$ cat src/vpt_pkg.sv
// ----------------------------------------------------------------------------
// vpt_pkg: shared definitions for virtual-to-physical translation
// Field widths, page geometry, operation and register codes, and the
// structs that pass between the translation modules.
// ----------------------------------------------------------------------------
package vpt_pkg;

  // Payload field widths.
  localparam int VA_W    = 32;
  localparam int IDX_W   = 6;
  localparam int FRAME_W = 8;
  localparam int PA_W    = 12;

  // Page geometry. The page size is a power of two, so the page number is a
  // shift of the address and the offset is a mask.
  localparam int PAGE_BYTES = 128;
  localparam int PAGE_SHIFT = $clog2(PAGE_BYTES);
  localparam int VPAGE_W    = VA_W - PAGE_SHIFT;

  // Frames at or beyond this count are not backed by memory.
  localparam int FRAME_COUNT = 32;

  // Default sizes of the two translation stores.
  localparam int DEF_TLB_ENTRIES   = 4;
  localparam int DEF_TABLE_ENTRIES = 64;

  // Configuration port geometry.
  localparam int APB_ADDR_W = 3;
  localparam int APB_DATA_W = 32;
  localparam int PT_LEN_W   = 7;

  // Operation codes carried by a request word.
  typedef enum logic [1:0] {
    OP_TRANSLATE   = 2'd0,
    OP_WRITE_TLB   = 2'd1,
    OP_WRITE_TABLE = 2'd2
  } op_t;

  // Configuration register indexes (word address bit of paddr).
  typedef enum logic [0:0] {
    REG_USE_TLB = 1'b0,
    REG_PT_LEN  = 1'b1
  } reg_idx_t;

  // Configuration register values.
  typedef struct packed {
    logic                use_tlb;
    logic [PT_LEN_W-1:0] page_table_length;
  } cfg_t;

  // TLB slot write command.
  typedef struct packed {
    logic               en;
    logic [IDX_W-1:0]   idx;
    logic               valid;
    logic [VPAGE_W-1:0] vpage;
    logic [FRAME_W-1:0] frame;
  } tlb_wr_t;

  // TLB lookup answer.
  typedef struct packed {
    logic               hit;
    logic [FRAME_W-1:0] frame;
  } tlb_hit_t;

endpackage

$ cat src/vpt_cmd_if.sv
// ----------------------------------------------------------------------------
// vpt_cmd_if: request channel
// Carries one translate or store-write request word with valid/ready.
// ----------------------------------------------------------------------------
interface vpt_cmd_if;
  import vpt_pkg::*;

  logic               valid;
  logic               ready;
  logic [1:0]         operation;
  logic [VA_W-1:0]    virtual_address;
  logic [IDX_W-1:0]   entry_index;
  logic               entry_valid;
  logic [VPAGE_W-1:0] entry_virtual_page;
  logic [FRAME_W-1:0] entry_frame;

  modport source (
    output valid, operation, virtual_address, entry_index, entry_valid,
           entry_virtual_page, entry_frame,
    input  ready
  );

  modport sink (
    input  valid, operation, virtual_address, entry_index, entry_valid,
           entry_virtual_page, entry_frame,
    output ready
  );
endinterface

$ cat src/vpt_rsp_if.sv
// ----------------------------------------------------------------------------
// vpt_rsp_if: result channel
// Carries one translation result word with valid/ready.
// ----------------------------------------------------------------------------
interface vpt_rsp_if;
  import vpt_pkg::*;

  logic            valid;
  logic            ready;
  logic [PA_W-1:0] physical_address;
  logic            fault;

  modport source (
    output valid, physical_address, fault,
    input  ready
  );

  modport sink (
    input  valid, physical_address, fault,
    output ready
  );
endinterface

$ cat src/vpt_cfg.sv
// ----------------------------------------------------------------------------
// vpt_cfg: configuration registers
// APB-style register file holding the lookup mode and the page table length.
// ----------------------------------------------------------------------------
module vpt_cfg (
  input  logic                            clk,
  input  logic                            rst,
  input  logic                            psel,
  input  logic                            penable,
  input  logic                            pwrite,
  input  logic [vpt_pkg::APB_ADDR_W-1:0]  paddr,
  input  logic [vpt_pkg::APB_DATA_W-1:0]  pwdata,
  output logic [vpt_pkg::APB_DATA_W-1:0]  prdata,
  output logic                            pready,
  output vpt_pkg::cfg_t                   cfg
);
  import vpt_pkg::*;

  logic     wr_en;
  reg_idx_t reg_idx;

  // Every access completes without wait states.
  assign pready  = 1'b1;
  assign wr_en   = psel && penable && pwrite;
  assign reg_idx = reg_idx_t'(paddr[2]);

  // Register writes.
  always_ff @(posedge clk) begin
    if (rst) begin
      cfg <= '0;
    end else if (wr_en) begin
      case (reg_idx)
        REG_USE_TLB: cfg.use_tlb <= pwdata[0];
        REG_PT_LEN:  cfg.page_table_length <= pwdata[PT_LEN_W-1:0];
        default:     cfg <= cfg;
      endcase
    end
  end

  // Register read-back.
  always_comb begin
    case (reg_idx)
      REG_USE_TLB: prdata = {{(APB_DATA_W-1){1'b0}}, cfg.use_tlb};
      REG_PT_LEN:  prdata = {{(APB_DATA_W-PT_LEN_W){1'b0}}, cfg.page_table_length};
      default:     prdata = '0;
    endcase
  end

endmodule

$ cat src/vpt_tlb.sv
// ----------------------------------------------------------------------------
// vpt_tlb: fully associative TLB
// Slots in flip-flops with a parallel compare of every slot; the lowest
// numbered valid matching slot supplies the frame.
// ----------------------------------------------------------------------------
module vpt_tlb #(
  parameter int TLB_ENTRIES = vpt_pkg::DEF_TLB_ENTRIES
) (
  input  logic                         clk,
  input  logic                         rst,
  input  vpt_pkg::tlb_wr_t             wr,
  input  logic [vpt_pkg::VPAGE_W-1:0]  page,
  output vpt_pkg::tlb_hit_t            lookup
);
  import vpt_pkg::*;

  localparam int SLOT_W = (TLB_ENTRIES > 1) ? $clog2(TLB_ENTRIES) : 1;

  logic [TLB_ENTRIES-1:0] slot_valid;
  logic [VPAGE_W-1:0]     slot_vpage [TLB_ENTRIES];
  logic [FRAME_W-1:0]     slot_frame [TLB_ENTRIES];
  logic                   wr_in_range;
  logic [SLOT_W-1:0]      wr_slot;

  assign wr_in_range = 32'(wr.idx) < 32'(TLB_ENTRIES);
  assign wr_slot     = SLOT_W'(wr.idx);

  // Valid marks are cleared by reset.
  always_ff @(posedge clk) begin
    if (rst) begin
      slot_valid <= '0;
    end else if (wr.en && wr_in_range) begin
      slot_valid[wr_slot] <= wr.valid;
    end
  end

  // Slot payload.
  always_ff @(posedge clk) begin
    if (wr.en && wr_in_range) begin
      slot_vpage[wr_slot] <= wr.vpage;
      slot_frame[wr_slot] <= wr.frame;
    end
  end

  // Parallel compare; scanning downward leaves the lowest matching slot.
  always_comb begin
    lookup = '0;
    for (int i = TLB_ENTRIES - 1; i >= 0; i--) begin
      if (slot_valid[i] && (slot_vpage[i] == page)) begin
        lookup.hit   = 1'b1;
        lookup.frame = slot_frame[i];
      end
    end
  end

endmodule

$ cat src/virtual_to_physical_translate.sv
// ----------------------------------------------------------------------------
// virtual_to_physical_translate: TLB and linear page table translation
// Translates 32-bit virtual addresses to 12-bit physical addresses and takes
// write words that load TLB slots and page table entries.
//
//   Channel  Kind       Direction  Contents
//   cmd      word       in         operation, address, entry to store
//   rsp      word       out        physical_address, fault
//   apb      registers  in/out     use_tlb (0x0), page_table_length (0x4)
//
// One word is taken every cycle while cmd.ready is high. A translate word is
// registered into the lookup stage at accept and moves on to the result register
// when the result stage advances: the page table read is registered at accept,
// the TLB compare and fault checks sit between that register and the result register.
// Store writes take effect at accept and give no result.
// Synchronous reset clears both stores (valid marks in flip-flops), the
// configuration registers and the pipeline; no clearing pass is needed.
// A stalled result holds the pipeline; cmd.ready drops only when both stages
// are full and the result is not taken.
// ----------------------------------------------------------------------------
module virtual_to_physical_translate #(
  parameter int TLB_ENTRIES   = vpt_pkg::DEF_TLB_ENTRIES,
  parameter int TABLE_ENTRIES = vpt_pkg::DEF_TABLE_ENTRIES
) (
  input  logic                            clk,
  input  logic                            rst,
  vpt_cmd_if.sink                         cmd,
  vpt_rsp_if.source                       rsp,
  input  logic                            psel,
  input  logic                            penable,
  input  logic                            pwrite,
  input  logic [vpt_pkg::APB_ADDR_W-1:0]  paddr,
  input  logic [vpt_pkg::APB_DATA_W-1:0]  pwdata,
  output logic [vpt_pkg::APB_DATA_W-1:0]  prdata,
  output logic                            pready
);
  import vpt_pkg::*;

  // Only the first 2**IDX_W table entries can ever be written.
  localparam int TBL_USED  = (TABLE_ENTRIES < (1 << IDX_W)) ? TABLE_ENTRIES : (1 << IDX_W);
  localparam int TBL_IDX_W = (TBL_USED > 1) ? $clog2(TBL_USED) : 1;
  localparam int TBL_DEPTH = 1 << TBL_IDX_W;

  cfg_t                   cfg;
  tlb_wr_t                tlb_wr;
  tlb_hit_t               tlb_lookup;
  op_t                    cmd_op;
  logic                   cmd_accept;
  logic                   xlate_accept;
  logic                   advance;
  logic [VPAGE_W-1:0]     cmd_page;
  logic [TBL_IDX_W-1:0]   rd_idx;
  logic [TBL_IDX_W-1:0]   wr_idx;
  logic                   page_in_range;
  logic                   tbl_wr_en;

  // Page table store.
  logic [TBL_DEPTH-1:0]   tbl_valid;
  logic [FRAME_W-1:0]     tbl_frame [TBL_DEPTH];

  // Lookup stage registers.
  logic                   s1_valid;
  logic [VPAGE_W-1:0]     s1_page;
  logic [PAGE_SHIFT-1:0]  s1_offset;
  logic                   s1_tbl_hit;
  logic [FRAME_W-1:0]     s1_tbl_frame;

  // Result stage.
  logic                   found;
  logic [FRAME_W-1:0]     frame;
  logic                   fault_next;
  logic [PA_W-1:0]        pa_next;
  logic                   rsp_valid;
  logic [PA_W-1:0]        rsp_pa;
  logic                   rsp_fault;

  // Configuration registers.
  vpt_cfg u_cfg (
    .clk     (clk),
    .rst     (rst),
    .psel    (psel),
    .penable (penable),
    .pwrite  (pwrite),
    .paddr   (paddr),
    .pwdata  (pwdata),
    .prdata  (prdata),
    .pready  (pready),
    .cfg     (cfg)
  );

  // Handshake and decode of the incoming word.
  assign advance      = !rsp_valid || rsp.ready;
  assign cmd.ready    = !s1_valid || advance;
  assign cmd_accept   = cmd.valid && cmd.ready;
  assign cmd_op       = op_t'(cmd.operation);
  assign xlate_accept = cmd_accept && (cmd_op == OP_TRANSLATE);
  assign cmd_page     = cmd.virtual_address[VA_W-1:PAGE_SHIFT];
  assign rd_idx       = TBL_IDX_W'(cmd_page);
  assign wr_idx       = TBL_IDX_W'(cmd.entry_index);

  // The page must be below both the configured length and the table size.
  // Entries beyond the writable range always stay invalid.
  assign page_in_range =
    (cmd_page < {{(VPAGE_W-PT_LEN_W){1'b0}}, cfg.page_table_length}) &&
    (32'(cmd_page) < 32'(TBL_USED));

  assign tbl_wr_en = cmd_accept && (cmd_op == OP_WRITE_TABLE) &&
                     (32'(cmd.entry_index) < 32'(TABLE_ENTRIES));

  // TLB write command.
  always_comb begin
    tlb_wr.en    = cmd_accept && (cmd_op == OP_WRITE_TLB);
    tlb_wr.idx   = cmd.entry_index;
    tlb_wr.valid = cmd.entry_valid;
    tlb_wr.vpage = cmd.entry_virtual_page;
    tlb_wr.frame = cmd.entry_frame;
  end

  vpt_tlb #(
    .TLB_ENTRIES (TLB_ENTRIES)
  ) u_tlb (
    .clk    (clk),
    .rst    (rst),
    .wr     (tlb_wr),
    .page   (s1_page),
    .lookup (tlb_lookup)
  );

  // Page table valid marks, cleared by reset.
  always_ff @(posedge clk) begin
    if (rst) begin
      tbl_valid <= '0;
    end else if (tbl_wr_en) begin
      tbl_valid[wr_idx] <= cmd.entry_valid;
    end
  end

  // Page table frames: one write port, registered read at accept.
  always_ff @(posedge clk) begin
    if (tbl_wr_en) begin
      tbl_frame[wr_idx] <= cmd.entry_frame;
    end
  end

  always_ff @(posedge clk) begin
    if (xlate_accept) begin
      s1_tbl_frame <= tbl_frame[rd_idx];
      s1_tbl_hit   <= page_in_range && tbl_valid[rd_idx];
      s1_page      <= cmd_page;
      s1_offset    <= cmd.virtual_address[PAGE_SHIFT-1:0];
    end
  end

  // Lookup stage occupancy.
  always_ff @(posedge clk) begin
    if (rst) begin
      s1_valid <= 1'b0;
    end else if (cmd.ready) begin
      s1_valid <= xlate_accept;
    end
  end

  // Pick the source of the frame and check it.
  always_comb begin
    found      = cfg.use_tlb ? tlb_lookup.hit : s1_tbl_hit;
    frame      = cfg.use_tlb ? tlb_lookup.frame : s1_tbl_frame;
    fault_next = !found || (9'(frame) >= 9'(FRAME_COUNT));
    pa_next    = fault_next ? '0 : PA_W'({frame, s1_offset});
  end

  // Result register.
  always_ff @(posedge clk) begin
    if (rst) begin
      rsp_valid <= 1'b0;
    end else if (advance) begin
      rsp_valid <= s1_valid;
    end
  end

  always_ff @(posedge clk) begin
    if (advance && s1_valid) begin
      rsp_pa    <= pa_next;
      rsp_fault <= fault_next;
    end
  end

  assign rsp.valid            = rsp_valid;
  assign rsp.physical_address = rsp_pa;
  assign rsp.fault            = rsp_fault;

  // A faulting result never carries an address.
  a_fault_zero: assert property (@(posedge clk) disable iff (rst)
    rsp_valid && rsp_fault |-> rsp_pa == '0)
    else $error("fault result with nonzero address");

  // A full lookup stage behind a stalled result blocks new words.
  a_stall_blocks: assert property (@(posedge clk) disable iff (rst)
    s1_valid && !advance |-> !cmd.ready)
    else $error("word accepted while pipeline is full");

  // A taken translate word occupies the lookup stage next cycle.
  a_xlate_enters: assert property (@(posedge clk) disable iff (rst)
    xlate_accept |=> s1_valid)
    else $error("translate word lost at lookup stage");

  // A stalled lookup stage keeps its page.
  a_stall_holds: assert property (@(posedge clk) disable iff (rst)
    s1_valid && !advance |=> s1_valid && $stable(s1_page))
    else $error("stalled lookup stage changed");

  // A stage moving forward always lands in the result register.
  a_result_fills: assert property (@(posedge clk) disable iff (rst)
    s1_valid && advance |=> rsp_valid)
    else $error("translate result dropped");

endmodule

$ cat src/flat_wrapper.sv
// flat-port wrapper written by rule: the top's interface ports become plain ports
module virtual_to_physical_translate_flat import vpt_pkg::*;
#(
  parameter int TLB_ENTRIES   = vpt_pkg::DEF_TLB_ENTRIES,
  parameter int TABLE_ENTRIES = vpt_pkg::DEF_TABLE_ENTRIES
)
  (clk, rst, psel, penable, pwrite, paddr, pwdata, prdata, pready, cmd_valid, cmd_operation, cmd_virtual_address, cmd_entry_index, cmd_entry_valid, cmd_entry_virtual_page, cmd_entry_frame, cmd_ready, rsp_valid, rsp_physical_address, rsp_fault, rsp_ready);
  vpt_cmd_if cmd_i ();
  vpt_rsp_if rsp_i ();
  input  logic clk;
  input  logic rst;
  input  logic psel;
  input  logic penable;
  input  logic pwrite;
  input  logic [vpt_pkg::APB_ADDR_W-1:0] paddr;
  input  logic [vpt_pkg::APB_DATA_W-1:0] pwdata;
  output logic [vpt_pkg::APB_DATA_W-1:0] prdata;
  output logic pready;
  input wire logic [$bits(cmd_i.valid)-1:0] cmd_valid;
  input wire logic [$bits(cmd_i.operation)-1:0] cmd_operation;
  input wire logic [$bits(cmd_i.virtual_address)-1:0] cmd_virtual_address;
  input wire logic [$bits(cmd_i.entry_index)-1:0] cmd_entry_index;
  input wire logic [$bits(cmd_i.entry_valid)-1:0] cmd_entry_valid;
  input wire logic [$bits(cmd_i.entry_virtual_page)-1:0] cmd_entry_virtual_page;
  input wire logic [$bits(cmd_i.entry_frame)-1:0] cmd_entry_frame;
  output wire logic [$bits(cmd_i.ready)-1:0] cmd_ready;
  output wire logic [$bits(rsp_i.valid)-1:0] rsp_valid;
  output wire logic [$bits(rsp_i.physical_address)-1:0] rsp_physical_address;
  output wire logic [$bits(rsp_i.fault)-1:0] rsp_fault;
  input wire logic [$bits(rsp_i.ready)-1:0] rsp_ready;
  assign cmd_i.valid = cmd_valid;
  assign cmd_i.operation = cmd_operation;
  assign cmd_i.virtual_address = cmd_virtual_address;
  assign cmd_i.entry_index = cmd_entry_index;
  assign cmd_i.entry_valid = cmd_entry_valid;
  assign cmd_i.entry_virtual_page = cmd_entry_virtual_page;
  assign cmd_i.entry_frame = cmd_entry_frame;
  assign cmd_ready = cmd_i.ready;
  assign rsp_valid = rsp_i.valid;
  assign rsp_physical_address = rsp_i.physical_address;
  assign rsp_fault = rsp_i.fault;
  assign rsp_i.ready = rsp_ready;
  virtual_to_physical_translate #(.TLB_ENTRIES(TLB_ENTRIES), .TABLE_ENTRIES(TABLE_ENTRIES)) u_core (.clk(clk), .rst(rst), .cmd(cmd_i), .rsp(rsp_i), .psel(psel), .penable(penable), .pwrite(pwrite), .paddr(paddr), .pwdata(pwdata), .prdata(prdata), .pready(pready));
endmodule
$ cat config.mk
export PLATFORM = sky130hd
export DESIGN_NAME = virtual_to_physical_translate_flat
export DESIGN_NICKNAME = d
export VERILOG_FILES = /design/src/vpt_pkg.sv /design/src/vpt_cmd_if.sv /design/src/vpt_rsp_if.sv /design/src/vpt_cfg.sv /design/src/vpt_tlb.sv /design/src/virtual_to_physical_translate.sv /design/src/flat_wrapper.sv
export SDC_FILE = /design/constraint.sdc
export NUM_CORES = 1
export LEC_CHECK = 0
export BUFFER_PORTS_ARGS = -buffer_cell sky130_fd_sc_hd__buf_2
export CAP_MARGIN = 10
export CORE_ASPECT_RATIO = 0.7
export CORE_MARGIN = 5
export CORE_UTILIZATION = 61
export CTS_CLUSTER_SIZE = 40
export DETAILED_ROUTE_END_ITERATION = 12
export GPL_TIMING_DRIVEN = 0
export PLACE_DENSITY = 0.83
export RECOVER_POWER = 100
export SYNTH_ARGS = -nofsm -noshare
export SYNTH_HDL_FRONTEND = slang
export SYNTH_SLANG_ARGS = --single-unit
$ cat constraint.sdc
create_clock -name clk -period 8.8 [get_ports clk]
set_input_delay 0.88 -clock clk [delete_from_list [all_inputs] [get_ports clk]]
set_output_delay 0.88 -clock clk [all_outputs]
set_load 0.05 [all_outputs]
---- Word-level counts from Yosys, hierarchy flattened ----
Memory sizes are Yosys's and may differ from the RTL's. A register that Yosys moved wholly into a read port is not among the register bits.
Cells that the tools add are included.
storage, ports and cells
  memory bits (writable) .................. 644
  word-level logic and storage cells ...... 74
  output and inout port bits .............. 48
  input port bits ......................... 116
  register bits after elaboration ......... 124
  latch bits .............................. 0
  ROM bits ................................ 0
  memories kept ........................... 3
memory list
  name                     words  bits a word  read ports  clocked after memory_dff  write ports  RTL line                             RTL
  u_core.tbl_frame         64     8            1           1                         1            virtual_to_physical_translate.sv:59  logic [FRAME_W-1:0] tbl_frame [TBL_DEPTH];
  u_core.u_tlb.slot_vpage  4      25           4           0                         1            vpt_tlb.sv:20                        logic [VPAGE_W-1:0] slot_vpage [TLB_ENTRIES];
  u_core.u_tlb.slot_frame  4      8            4           0                         1            vpt_tlb.sv:21                        logic [FRAME_W-1:0] slot_frame [TLB_ENTRIES];
cells by class
  equality and inequality tests ........... 6
  reductions and logical operators ........ 25
  $lt $le $gt $ge ......................... 9
  divide/modulo/power cells ............... 0
  bitwise gates (word level) .............. 1
  $add $sub $neg .......................... 0
  shifts and indexed selects .............. 0
  mux-type cells .......................... 19
  $mul .................................... 0
operators with widths
  operator                                                           count
  == test 25 bit                                                     4
  bitwise mux 64 bit                                                 1
  case mux 32 bit (2 select lines)                                   1
  two-way mux 9 bit                                                  4
  less-than comparator 25 x 7 -> 1 bit                               1
  less-than comparator 25 x 7 -> 1 bit, second input constant        1
  logical AND 1 bit                                                  16
  less-than comparator 6 x 7 -> 1 bit, second input constant         2
  greater-or-equal comparator 8 x 6 -> 1 bit, second input constant  1
  two-way mux 1 bit                                                  8
  two-way mux 8 bit                                                  1
  binary-select mux 1 bit (select 6 bit)                             1
  demux 1 bit (select 6 bit)                                         1
  greater-or-equal comparator 6 x 1 -> 1 bit, second input constant  1
  less-than comparator 6 x 3 -> 1 bit, second input constant         1
  bitwise mux 4 bit                                                  1
  AND reduction 2 bit                                                2
  zero test 1 bit                                                    3
  logical OR 1 bit                                                   3
  less-than comparator 2 x 3 -> 1 bit, second input constant         1
  demux 1 bit (select 2 bit)                                         1
  == test 2 x 1 -> 1 bit, second input constant                      1
  == test 2 bit, second input constant                               1
  greater-or-equal comparator 2 x 1 -> 1 bit, second input constant  1
  other kinds (2)                                                    2

---- Depth between registers and ports, before layout ----
An unclocked memory read counts as a cell.
  depth after elaboration ................. 10
  mapped depth ............................ 11
  depth with buffers taken out ............ 8

---- By module ----
From an unflattened synthesis, not the netlist that was laid out.
unflattened totals
  cells, all modules ...................... 1,652
  area total of the unflattened synthesis .. 31,093.6 µm²
by module, submodules not included
  module                         area an instance (µm²)  instances  seq. area each (µm²)  cells an instance
  virtual_to_physical_translate  24,770.0                1          18,317.6              1,233
  vpt_tlb                        5,698.0                 1          4,043.9               349
  vpt_cfg                        625.6                   1          160.2                 70

---- Least setup slack after synthesis ----
Ideal clock, no wire load.
  path kind ............................... input to register
  from .................................... input port rsp_ready
  to ...................................... register u_core.u_tlb.slot_valid[0]
  arrival time ............................ 4.852 ns
  required time ........................... 8.672 ns
  cell stages on the path ................. 6
  buffers on the path ..................... 0
  setup slack ............................. 3.821 ns
  path through ............................ nand3b_1 nand2_1 or4_1 nor3_1 mux2i_1 nor2_1
between the ends
  cells in the longest elaborated chain, start to end .. 5
RTL lines
  item                            RTL line                              RTL
  start: declaration              flat_wrapper.sv:30                    input wire logic [$bits(rsp_i.ready)-1:0] rsp_ready;
  logical OR 1 bit                virtual_to_physical_translate.sv:92   assign advance = !rsp_valid || rsp.ready;
  logical OR 1 bit                virtual_to_physical_translate.sv:93   assign cmd.ready = !s1_valid || advance;
  logical AND 1 bit               virtual_to_physical_translate.sv:94   assign cmd_accept = cmd.valid && cmd.ready;
  logical AND 1 bit               virtual_to_physical_translate.sv:112  tlb_wr.en = cmd_accept && (cmd_op == OP_WRITE_TLB);
  logical AND 1 bit               vpt_tlb.sv:32                         end else if (wr.en && wr_in_range) begin
  end signal: indexed assignment  vpt_tlb.sv:33                         slot_valid[wr_slot] <= wr.valid;
  end: declaration                vpt_tlb.sv:19                         logic [TLB_ENTRIES-1:0] slot_valid;
No other way between the ends.
A chain may end at the register's enable or synchronous reset.

---- Worst setup path in the final report ----
  from .................................... input port cmd_entry_index[4]
  to ...................................... register u_core.u_tlb.slot_valid[2]
between the ends
  cells in the longest elaborated chain, start to end .. 2
RTL lines
  item                                 RTL line            RTL
  start: declaration                   flat_wrapper.sv:22  input wire logic [$bits(cmd_i.entry_index)-1:0] cmd_entry_index;
  less-than comparator 6 x 3 -> 1 bit  vpt_tlb.sv:25       assign wr_in_range = 32'(wr.idx) < 32'(TLB_ENTRIES);
  logical AND 1 bit                    vpt_tlb.sv:32
No other way between the ends.

==> results.json <==
{
  "r2r.worst_path.cells": 8,
  "clock_path_buffers": 3,
  "violations": "max-capacitance violations, max-slew violations",
  "clk_latency_ns": 0.62,
  "placed_cell_area_sq_um": 32480,
  "grt_setup_unrepaired": "no",
  "period_minus_slack_ns": 4.587,
  "worstPathMaxFanout": 25,
  "yosysWarnings": 0,
  "maxCapViolCount": 12,
  "worstMarginPinSlew_ns": 2.424,
  "synthCells": 1658,
  "leakagePower_nw": 10.64,
  "grt_max_degree": 69,
  "drive_gt1_share_pct": 19.67,
  "vias_per_cell": 6.647,
  "period_share_pct": 52.13,
  "vias": 17360,
  "wirelength_mm": 78.55,
  "drtIter0Drc": 2560,
  "status": "complete, but fails checks",
  "synth_edf_count": 698,
  "critPathKind": "primary input to flop",
  "ys_async_sr_fraction_pct": 0,
  "max_freq_mhz": 218.0,
  "cts_root_buf": "clkbuf_16",
  "cts_buffers": 71,
  "relSlewSlack_pct": -61.59,
  "grt_usage_pct": 28.03,
  "hold_viol": 0,
  "routabilityCongestion": 0.9475,
  "cp-end-kind": "flop",
  "cts_sinks": 776,
  "cts_resized": 0,
  "initial_core_util_pct": 61.18,
  "finalSetupViolations": 0,
  "std_cell_rows": 69,
  "clk_pin_slew_ns": 0.06,
  "min_path_cells": 1,
  "ys_types": 59,
  "grt_pass1_vias": 16790,
  "ys.flop_type": "edfxtp_1",
  "synth_seq_cells": 776,
  "fp.coreArea_sq_um": 50420,
  "cts_tree": "yes",
  "die_y_microns": 198.1,
  "post-route-drc-count": 0,
  "seq_area_frac_synth_pct": 73.01,
  "irDropWorstVdd_v": 0.0001947,
  "die_area_sq_um": 55240,
  "crit_required_ns": 9.27,
  "synthesis.area_sq_um": 30850,
  "io_pins": 164,
  "cts_setup_buffers": 0,
  "power_density_nw_per_um2": 216.4,
  "avgSynthCellArea_sq_um": 18.60,
  "worst-endpoint-arrival_ns": 5.06,
  "r2r_end": "u_core.rsp.physical_address[10]$_SDFFCE_PP0P_",
  "overflow": 0,
  "numPortBuffers": 108,
  "area_growth_pct": 11.83,
  "drv_slew": 490,
  "dr.pass1.iters": 6,
  "postRouteAntennaNets": 0,
  "antenna_found_initial": 1,
  "nets": 2002,
  "startpoint_type": "primary input",
  "wl_per_cell_microns": 30.07,
  "die_w_microns": 278.8,
  "reg2reg_setup_slack_ns": 4.54,
  "place_hpwl_mm": 50.92,
  "ctsHoldBuffers": 0,
  "hp-class": "primary input to flop",
  "hp-start": "cmd_virtual_address[6]",
  "design_area_sq_um": 34500,
  "holdPathEnd": "u_core.s1_offset[6]$_DFFE_PP_",
  "reg2reg_from": "u_core.s1_page[6]$_DFFE_PP_",
  "htree_levels": 3,
  "grt_first_pass_wirelength_mm": 112.4,
  "tns_ns": 0,
  "finClkSkew_ns": 0.02906
}
[power breakdown]
group | switching, mW | internal, mW | total [mW]
clock | 1.35 | 1.67 | 3.02
combinational | 0.263 | 0.140 | 0.403
sequential | 0.0134 | 4.03 | 4.05
total | 1.62 | 5.84 | 7.47
[synth_stat cells, drive strengths merged, types with 2 or more instances]
cell / instances / area, sq um
edfxtp: 698 / 20960
mux4: 188 / 4234
nand2: 96 / 360.4
nor2: 85 / 321.6
dfxtp: 78 / 1562
a21oi: 75 / 375.4
o21ai: 69 / 345.3
xnor2: 64 / 575.6
buf: 58 / 425.4
clkbuf: 56 / 210.2
xor2: 36 / 315.3
nand4: 17 / 106.4
nor4: 15 / 100.1
inv: 13 / 48.80
nand3: 10 / 55.05
nor3: 10 / 75.07
nor3b: 10 / 110.1
nor2b: 8 / 50.05
o31ai: 7 / 66.31
ha: 6 / 75.07
mux2i: 5 / 50.05
or2: 5 / 31.28
or4: 5 / 41.29
a211oi: 4 / 30.03
a31oi: 4 / 31.28
and3: 4 / 25.02
nand3b: 4 / 30.03
a21o: 3 / 22.52
o32ai: 3 / 26.28
or3: 3 / 18.77
a311oi: 2 / 17.52
and2: 2 / 12.51
conb: 2 / 7.510
nand2b: 2 / 12.51
nor4b: 2 / 17.52
o2111ai: 2 / 17.52
[registers in the layout (all words and copies together) (netlist names), 4 cells and up]
register,count
u_core.rsp.physical_address,12
u_core.s1_offset,7
u_core.s1_page,25
u_core.s1_tbl_frame,8
u_core.tbl_frame,512
u_core.tbl_valid,64
u_core.u_cfg.cfg,8
u_core.u_tlb.slot_frame,32
u_core.u_tlb.slot_valid,4
u_core.u_tlb.slot_vpage,100
[worst max path at each step]
stage	start	endpoint	depth (start not counted)
after floorplan	rsp_ready	u_core.u_tlb.slot_valid[0]$_SDFFE_PP0P_	6
after global placement	cmd_entry_index[4]	u_core.u_tlb.slot_valid[0]$_SDFFE_PP0P_	7
after detailed placement	cmd_virtual_address[8]	u_core.s1_tbl_frame[0]$_DFFE_PP_	7
after CTS	cmd_virtual_address[8]	u_core.s1_tbl_frame[0]$_DFFE_PP_	7
after global routing	cmd_entry_index[4]	u_core.u_tlb.slot_valid[1]$_SDFFE_PP0P_	8
final	cmd_entry_index[4]	u_core.u_tlb.slot_valid[2]$_SDFFE_PP0P_	8
[metal layers]
metal	track usage [%]	vias to the layer above	share of wire [%]
met5	0	-	0
met4	6.901	0	2.9
met1	41.18	8838	37
met2	40.81	1368	45
li1	-	6976	-
met3	10.64	181	15
[critical path, stage by stage]
cell      delay, ns
clkbuf_1       0.21
or3_1          0.43
clkbuf_1       0.33
or4_1          0.71
nor2b_1        0.81
clkbuf_1       1.29
mux2i_1        0.32
nor2_1         0.06
[per-stage QoR]
step	worst slack, ns	util [%]	hold WS, ns	cells	total power, mW
after floorplan	3.821	-	0.4363	1682	4.344
final	4.213	68.42	0.4568	2612	7.465
after global placement	1.763	64.11	0.4421	2464	4.501
after detailed placement	4.079	64.42	0.4533	2472	4.516
after CTS	4.704	68.87	0.4361	2602	7.469
after global routing	4.118	68.42	0.4412	2612	7.658
[cell type report]
cell class                      instances  area (sq um)
Timing Repair Buffer                  125         513.0
Multi-Input combinational cell        779          7697
Fill cell                            3156         15920
Tap cell                              674         843.3
Clock inverter                         36         325.3
Inverter                               13         48.80
Clock buffer                           94          1916
Antenna cell                            1         2.502
Sequential cell                       776         22520
Buffer                                114         628.1
[layout by cell type, fill, tap and decap left out, drive strengths merged, types with 15 or more instances in the layout]
cell / count
nand2: 96
clkinv: 24
xnor2: 64
nand4: 17
conb: 26
buf: 82
mux4: 188
xor2: 36
nor4: 15
clkbuf: 251
inv: 18
a21oi: 75
edfxtp: 698
dfxtp: 78
o21ai: 69
nor2: 85
[logic make-up (layout without fill, tap and decap cells)]
logic type / after synthesis / in the layout / synth area share [%]
AND/OR/NAND/NOR: 280 / 280 / 4.494
multiplexers: 193 / 193 / 13.89
other: 2 / 27 / 0.02435
flip-flops: 776 / 776 / 73.01
buffers and inverters: 127 / 382 / 2.219
adder cells (fa/ha/maj): 6 / 6 / 0.2434
XOR/XNOR: 100 / 100 / 2.888
AO/OA/AOI/OAI: 174 / 174 / 3.233
Note: power is estimated with default switching activity, not from simulation.
